===== src/hdl/cde_pkg.sv =====
// Shared types and constants for the circular deque engine.
// No dependencies; imported by cde_index_unit and circular_deque_engine.
`default_nettype none

package cde_pkg;

    localparam int RING_DEPTH = 128;
    localparam int IDX_BITS   = $clog2(RING_DEPTH);
    localparam int ITEM_BITS  = 32;

    // Field widths fixed by the stream format
    localparam int REQ_BITS   = 3;
    localparam int VALUE_BITS = 32;
    localparam int STAT_BITS  = 2;
    localparam int CNT_BITS   = 7;
    localparam int S_DATA_BITS = 40;
    localparam int M_DATA_BITS = 48;

    typedef enum logic [REQ_BITS-1:0] {
        REQ_PUSH_FRONT = 3'd0,
        REQ_PUSH_REAR  = 3'd1,
        REQ_POP_FRONT  = 3'd2,
        REQ_POP_REAR   = 3'd3,
        REQ_PEEK_FRONT = 3'd4,
        REQ_PEEK_REAR  = 3'd5
    } req_type_t;

    localparam logic [STAT_BITS-1:0] ST_DONE  = 2'd0;
    localparam logic [STAT_BITS-1:0] ST_FULL  = 2'd1;
    localparam logic [STAT_BITS-1:0] ST_EMPTY = 2'd2;

    // Store access and result summary for one request
    typedef struct packed {
        logic                 wr_en;
        logic                 rd_en;
        logic [IDX_BITS-1:0]  addr;
        logic [STAT_BITS-1:0] status;
        logic [CNT_BITS-1:0]  count;
    } cde_op_t;

endpackage

`default_nettype wire


===== src/hdl/cde_index_unit.sv =====
// Front/rear index registers and per-request decode for the deque.
// Depends on cde_pkg.
`default_nettype none

module cde_index_unit (
    input  wire logic                          aclk,
    input  wire logic                          aresetn,
    input  wire logic                          req_accept,
    input  wire logic [cde_pkg::REQ_BITS-1:0]  req_type,
    output cde_pkg::cde_op_t                   op
);
    import cde_pkg::*;

    logic [IDX_BITS-1:0] front_reg, front_next;
    logic [IDX_BITS-1:0] rear_reg,  rear_next;
    logic [IDX_BITS-1:0] cur_count;
    logic                empty, full;

    assign empty     = (front_reg == rear_reg);
    assign full      = (front_reg == IDX_BITS'(rear_reg + 1'b1));
    assign cur_count = IDX_BITS'(rear_reg - front_reg);

    always_comb begin
        front_next = front_reg;
        rear_next  = rear_reg;
        op.wr_en   = 1'b0;
        op.rd_en   = 1'b0;
        op.addr    = front_reg;
        op.status  = ST_DONE;
        unique case (req_type)
            REQ_PUSH_FRONT: begin
                if (full) begin
                    op.status = ST_FULL;
                end else begin
                    front_next = IDX_BITS'(front_reg - 1'b1);
                    op.addr    = front_next;
                    op.wr_en   = 1'b1;
                end
            end
            REQ_PUSH_REAR: begin
                if (full) begin
                    op.status = ST_FULL;
                end else begin
                    op.addr   = rear_reg;
                    op.wr_en  = 1'b1;
                    rear_next = IDX_BITS'(rear_reg + 1'b1);
                end
            end
            REQ_POP_FRONT: begin
                if (empty) op.status = ST_EMPTY;
                else       front_next = IDX_BITS'(front_reg + 1'b1);
            end
            REQ_POP_REAR: begin
                if (empty) op.status = ST_EMPTY;
                else       rear_next = IDX_BITS'(rear_reg - 1'b1);
            end
            REQ_PEEK_FRONT: begin
                if (empty) begin
                    op.status = ST_EMPTY;
                end else begin
                    op.addr  = front_reg;
                    op.rd_en = 1'b1;
                end
            end
            REQ_PEEK_REAR: begin
                if (empty) begin
                    op.status = ST_EMPTY;
                end else begin
                    op.addr  = IDX_BITS'(rear_reg - 1'b1);
                    op.rd_en = 1'b1;
                end
            end
            default: begin
                // unused codes: no change, done
            end
        endcase
        op.count = CNT_BITS'(IDX_BITS'(rear_next - front_next));
    end

    always_ff @(posedge aclk) begin
        if (!aresetn) begin
            front_reg <= '0;
            rear_reg  <= '0;
        end else if (req_accept) begin
            front_reg <= front_next;
            rear_reg  <= rear_next;
        end
    end

    a_push_grows: assert property (@(posedge aclk) disable iff (!aresetn)
        (req_accept && op.wr_en) |=> cur_count == IDX_BITS'($past(cur_count) + 1'b1))
        else $error("successful push did not add one item");

    a_pop_shrinks: assert property (@(posedge aclk) disable iff (!aresetn)
        (req_accept && op.status == ST_DONE
         && (req_type == REQ_POP_FRONT || req_type == REQ_POP_REAR))
        |=> cur_count == IDX_BITS'($past(cur_count) - 1'b1))
        else $error("successful pop did not remove one item");

    a_idle_hold: assert property (@(posedge aclk) disable iff (!aresetn)
        !req_accept |=> $stable(front_reg) && $stable(rear_reg))
        else $error("indices moved without a request");

    a_reject_quiet: assert property (@(posedge aclk) disable iff (!aresetn)
        (op.status != ST_DONE) |-> !op.wr_en && !op.rd_en)
        else $error("rejected request touched the store");

endmodule

`default_nettype wire


===== src/hdl/circular_deque_engine.sv =====
// Circular deque engine top level: stream ports, item store, result register.
// Depends on cde_pkg and cde_index_unit.
//
// Usage:
//   Requests enter on the s_axis channel, one per accepted beat: a request
//   code (push/pop/peek at front or rear) and, for pushes, the value.
//   Each request gives exactly one result on the m_axis channel: the peeked
//   value (zero unless a successful peek), a status (done, full, empty) and
//   the number of items held after the request.
//   A result is valid in the cycle after request accept. Throughput is one
//   request per cycle while the receiver keeps up: indices update at accept,
//   and the single store port does either the push write or the peek read
//   in that same cycle, with the read data captured into the result register.
//   When the receiver stalls, the result register holds and s_axis_tready
//   drops until the result is taken; s_axis_tready follows m_axis_tready
//   while a result is pending.
//   Reset (synchronous, aresetn low) empties the queue and drops any pending
//   result. The store itself is not cleared; entries are only read after
//   they have been pushed.
`default_nettype none

module circular_deque_engine (
    input  wire logic                            aclk,
    input  wire logic                            aresetn,
    input  wire logic                            s_axis_tvalid,
    output      logic                            s_axis_tready,
    // [2:0] req_type, [34:3] push_value, [39:35] zero
    input  wire logic [cde_pkg::S_DATA_BITS-1:0] s_axis_tdata,
    output      logic                            m_axis_tvalid,
    input  wire logic                            m_axis_tready,
    // [31:0] read_value, [33:32] status, [40:34] fill_count, [47:41] zero
    output      logic [cde_pkg::M_DATA_BITS-1:0] m_axis_tdata
);
    import cde_pkg::*;

    logic                    req_accept;
    logic [REQ_BITS-1:0]     req_type;
    logic [VALUE_BITS-1:0]   push_value;
    cde_op_t                 op;

    logic [ITEM_BITS-1:0]    item_store [RING_DEPTH];
    logic [ITEM_BITS-1:0]    rd_data_reg;

    logic                    res_valid_reg;
    logic                    res_peek_reg;
    logic [STAT_BITS-1:0]    res_status_reg;
    logic [CNT_BITS-1:0]     res_count_reg;
    logic [VALUE_BITS-1:0]   read_value;

    assign req_type   = s_axis_tdata[REQ_BITS-1:0];
    assign push_value = s_axis_tdata[REQ_BITS +: VALUE_BITS];

    assign s_axis_tready = !res_valid_reg || m_axis_tready;
    assign req_accept    = s_axis_tvalid && s_axis_tready;

    cde_index_unit u_index (
        .aclk       (aclk),
        .aresetn    (aresetn),
        .req_accept (req_accept),
        .req_type   (req_type),
        .op         (op)
    );

    // Single-port store: a request either writes or reads, never both
    always_ff @(posedge aclk) begin
        if (req_accept && op.wr_en) begin
            item_store[op.addr] <= ITEM_BITS'(push_value);
        end
        if (req_accept && op.rd_en) begin
            rd_data_reg <= item_store[op.addr];
        end
    end

    always_ff @(posedge aclk) begin
        if (!aresetn) begin
            res_valid_reg <= 1'b0;
        end else if (req_accept) begin
            res_valid_reg <= 1'b1;
        end else if (m_axis_tready) begin
            res_valid_reg <= 1'b0;
        end
    end

    always_ff @(posedge aclk) begin
        if (req_accept) begin
            res_peek_reg   <= op.rd_en;
            res_status_reg <= op.status;
            res_count_reg  <= op.count;
        end
    end

    assign read_value    = res_peek_reg ? VALUE_BITS'(rd_data_reg) : '0;
    assign m_axis_tvalid = res_valid_reg;
    assign m_axis_tdata  = M_DATA_BITS'({res_count_reg, res_status_reg, read_value});

    a_peek_done: assert property (@(posedge aclk) disable iff (!aresetn)
        (m_axis_tvalid && res_peek_reg) |-> res_status_reg == ST_DONE)
        else $error("peek data presented with a reject status");

    a_result_follows: assert property (@(posedge aclk) disable iff (!aresetn)
        req_accept |=> m_axis_tvalid)
        else $error("accepted request produced no result");

    a_no_overwrite: assert property (@(posedge aclk) disable iff (!aresetn)
        (m_axis_tvalid && !m_axis_tready) |=> $stable(res_count_reg)
                                              && $stable(res_status_reg))
        else $error("pending result overwritten");

endmodule

`default_nettype wire


===== config.mk =====
export PLATFORM = sky130hd
export DESIGN_NAME = circular_deque_engine
export DESIGN_NICKNAME = d
export VERILOG_FILES = /design/src/hdl/cde_pkg.sv /design/src/hdl/cde_index_unit.sv /design/src/hdl/circular_deque_engine.sv
export SDC_FILE = /design/constraint.sdc
export NUM_CORES = 2
export LEC_CHECK = 0
export ABC_AREA = 0
export BUFFER_PORTS_ARGS = -buffer_cell sky130_fd_sc_hd__buf_2
export CAP_MARGIN = 20
export CORE_AREA = 2 2 602 604
export CTS_BUF_LIST = sky130_fd_sc_hd__clkbuf_16
export CTS_CLUSTER_SIZE = 8
export DETAILED_ROUTE_END_ITERATION = 7
export DIE_AREA = 0 0 604 606
export PLACE_DENSITY_LB_ADDON = 0.05
export SYNTH_ARGS = -nofsm -noshare
export SYNTH_HDL_FRONTEND = slang
export SYNTH_SLANG_ARGS = --single-unit

===== constraint.sdc =====
create_clock -name aclk -period 8.1 [get_ports aclk]
set_input_delay 0.405 -clock aclk [delete_from_list [all_inputs] [get_ports aclk]]
set_output_delay 0.405 -clock aclk [all_outputs]
set_load 0.05 [all_outputs]

==> flow_summary.ini <==
[synthesis]
ys_warn_count = 0
synth-seq-cells = 4153
async_flop_share_pct = 0
synthDistinctLibCells = 76
yosysSeqAreaShare_pct = 77.4
syn_area_per_cell_sq_um = 19.7
syn_area_sq_um = 161000
synth.area.top_cells = edfxtp_1 77%, mux4_2 10%, nand2_1 2.2%, mux2i_1 2.2%, a22oi_1 1.5%
synth_largest_area_cell = edfxtp_1
synth.top_cell.area_share_pct = 77.2
synthFlopType = edfxtp_1
synth-edff-count = 4138
syn-instance-count = 8183

[worst_setup_path]
rr_worst_depth = 16
cp_max_fo = 24
path_common_cell = buf_4
cp.required_ps = 8850
crit_chain = inv_1, ha_1, xor2_1, a211oi_2, o211a_1, a21oi_1, a222oi_1, buf_12, buf_4, buf_4, mux4_2, a22oi_1, nand3_1, nor2_1, buf_4, a2111oi_2
cp_slowest_cell = dfxtp_1
start_kind = register
cpPeakStageDelay_ps = 620
end_kind = register
worstSetupPathType = register to register
arrival_ps = 7160

[final_layout]
syn_to_final_growth_pct = 15.2
layout.cells.non_filler = 13639
nFillCells = 28659
final_common_cell = edfxtp_1
layout.nets = 8815
largest_register_ffs = 4096
most-common-layout-cells = 4,138 x edfxtp_1, 920 x nand2_1, 738 x mux4_2, 604 x clkbuf_16, 346 x mux2i_1
finalInstanceArea_sq_um = 185000
drive_above_1_share_pct = 23.0

[sta]
maxSlewHeadroom_pct = 21.1
period_share_pct = 79.1
finalSetupViolCount = 0
slew_violations = 0
hold_viol = 0
holdWs_ps = 55.1
fmax_ghz = 0.156
fin_crit_ps = 6410
finalClockSkew_ps = 37.7
worst_pin_slew_ps = 1180
rsz0062_at_grt = false
setup-tns-final_ps = 0

[drt]
num_vias = 82976
ant_nets = 0
finalWirelength_mm = 469
drc_errors = 0
viasPerCell = 6.08
wl_per_cell_um = 34.4
drtIter0Drc = 9235
drt_pass1_iterations = 8

[power]
ir_worst_vdd_v = 0.000200
finalPower_mw = 50.9
p_per_area_nw_per_um2 = 275
p_leak_nw = 60.8

[clocking]
cts_inserted_buffers = 589
post_cts_buffers = 0
root_buffer = clkbuf_16
worstSkewPairLatency_ps = 1020
clockBufferDepth = 4
clock-sinks = 4153
hold_buffers = 34
clk_pin_slew_ps = 50
htree_levels = 6
cts_tree = yes
cts_resized = 0

[grt]
grt-ovfl-total = 0
grt_antenna_before_repair = 24
grt_max_degree = 134
grt_pass1_wl_mm = 653
groute.usage.overall_pct = 25.5
grt_pass1_vias = 84372

[die]
die_w_um = 604
start_util_pct = 44.7
coreArea_sq_um = 360000
die_y_um = 606
num_rows = 221
die_area_sq_um = 366000
num_io_pins = 94

[hold_path]
min_path_type = primary input to register
min_delay_path_depth = 1

[placed_design]
gp_congestion = 0.840
dpl_cell_area_sq_um = 169000
hpwl_mm = 260
portBuffers = 81
dp_cells = 12928

[status]
outcome = finished clean

[flow_run]
max-cap-violations = 0
path summary, 6_finish.rpt:
kind	end	start	slack (ps)
hold reg to reg	u_index.rear_reg[1]	u_index.rear_reg[1]	640
hold / removal	item_store[111][6]	s_axis_tdata[9]	60
setup reg to reg	rd_data_reg[13]	u_index.rear_reg[0]	1690
setup / recovery	rd_data_reg[13]	u_index.rear_reg[0]	1690
per-layer routing:
layer | up-vias | track usage, % | share of wire [%]
met5 | - | 0 | 0.0070
met4 | 4 | 7.01 | 2.8
met3 | 619 | 3.61 | 5.9
met2 | 2779 | 41.9 | 48
met1 | 45149 | 35.9 | 43
li1 | 34425 | - | -
power breakdown:
part / switching, mW / internal [mW] / total, mW
combinational: 3.62 / 1.87 / 5.49
clock: 8.55 / 13.0 / 21.6
sequential: 0.0313 / 23.8 / 23.8
total: 12.2 / 38.7 / 50.9
cells in the mapped netlist (all sizes together), types with 5 or more instances:
library cell  count
a21o             36
o211ai           10
mux4            738
nand4            99
xor2             14
o211a             6
inv              13
a21boi            8
dfxtp            15
o31ai             5
a22oi           321
a211oi           41
and3            159
nor3             73
ha               10
nor4              9
nor2b             9
edfxtp         4138
xnor2            21
or3              16
buf             230
nor2            155
a2111oi          31
mux2i           346
clkbuf          272
a21oi            86
a31oi            96
nand3            57
and2             37
a311oi           96
nand2           927
nand2b            9
o21ai            57
cell families (layout without fill, tap and decap cells):
kind of cell	Yosys count	count (layout)	synth area share (%)
adders and majority gates	11	11	0.0902
muxes	1084	1084	12.5
other	1	23	0.00233
AOI/OAI and AO/OA	820	820	3.79
DFF	4153	4153	77.4
xor gates and xnor gates	35	35	0.209
buffers and inverters	516	1156	1.71
and+or+nand+nor	1563	1563	4.33
stage by stage:
step | setup slack, ps | util (%)
after global routing | 1360 | 51.4
after detailed placement | 1630 | 47.0
after global placement | 1330 | 47.0
after CTS | 1620 | 51.4
after floorplan | 2020 | -
final | 1690 | 51.4
critical path: cells and delay by family (launching register included):
family / cells / cell delay, ps
compound gates: 6 / 1750
xor+xnor: 1 / 180
fa+ha+maj: 1 / 370
buf+inv: 5 / 1540
flops: 1 / 620
mux: 1 / 580
simple gates: 2 / 990
final cells by class:
type	instances	area (sq um)	share of cell area, %
Antenna cell	16	40.0	0.0216
Clock buffer	604	15100	8.16
Clock inverter	56	488	0.263
Inverter	14	52.6	0.0284
Multi-Input combinational cell	3520	34700	18.7
Sequential cell	4153	125000	67.2
Tap cell	4794	6000	3.24
Timing Repair Buffer	482	4360	2.35
Power figures use the tool's default switching activity.
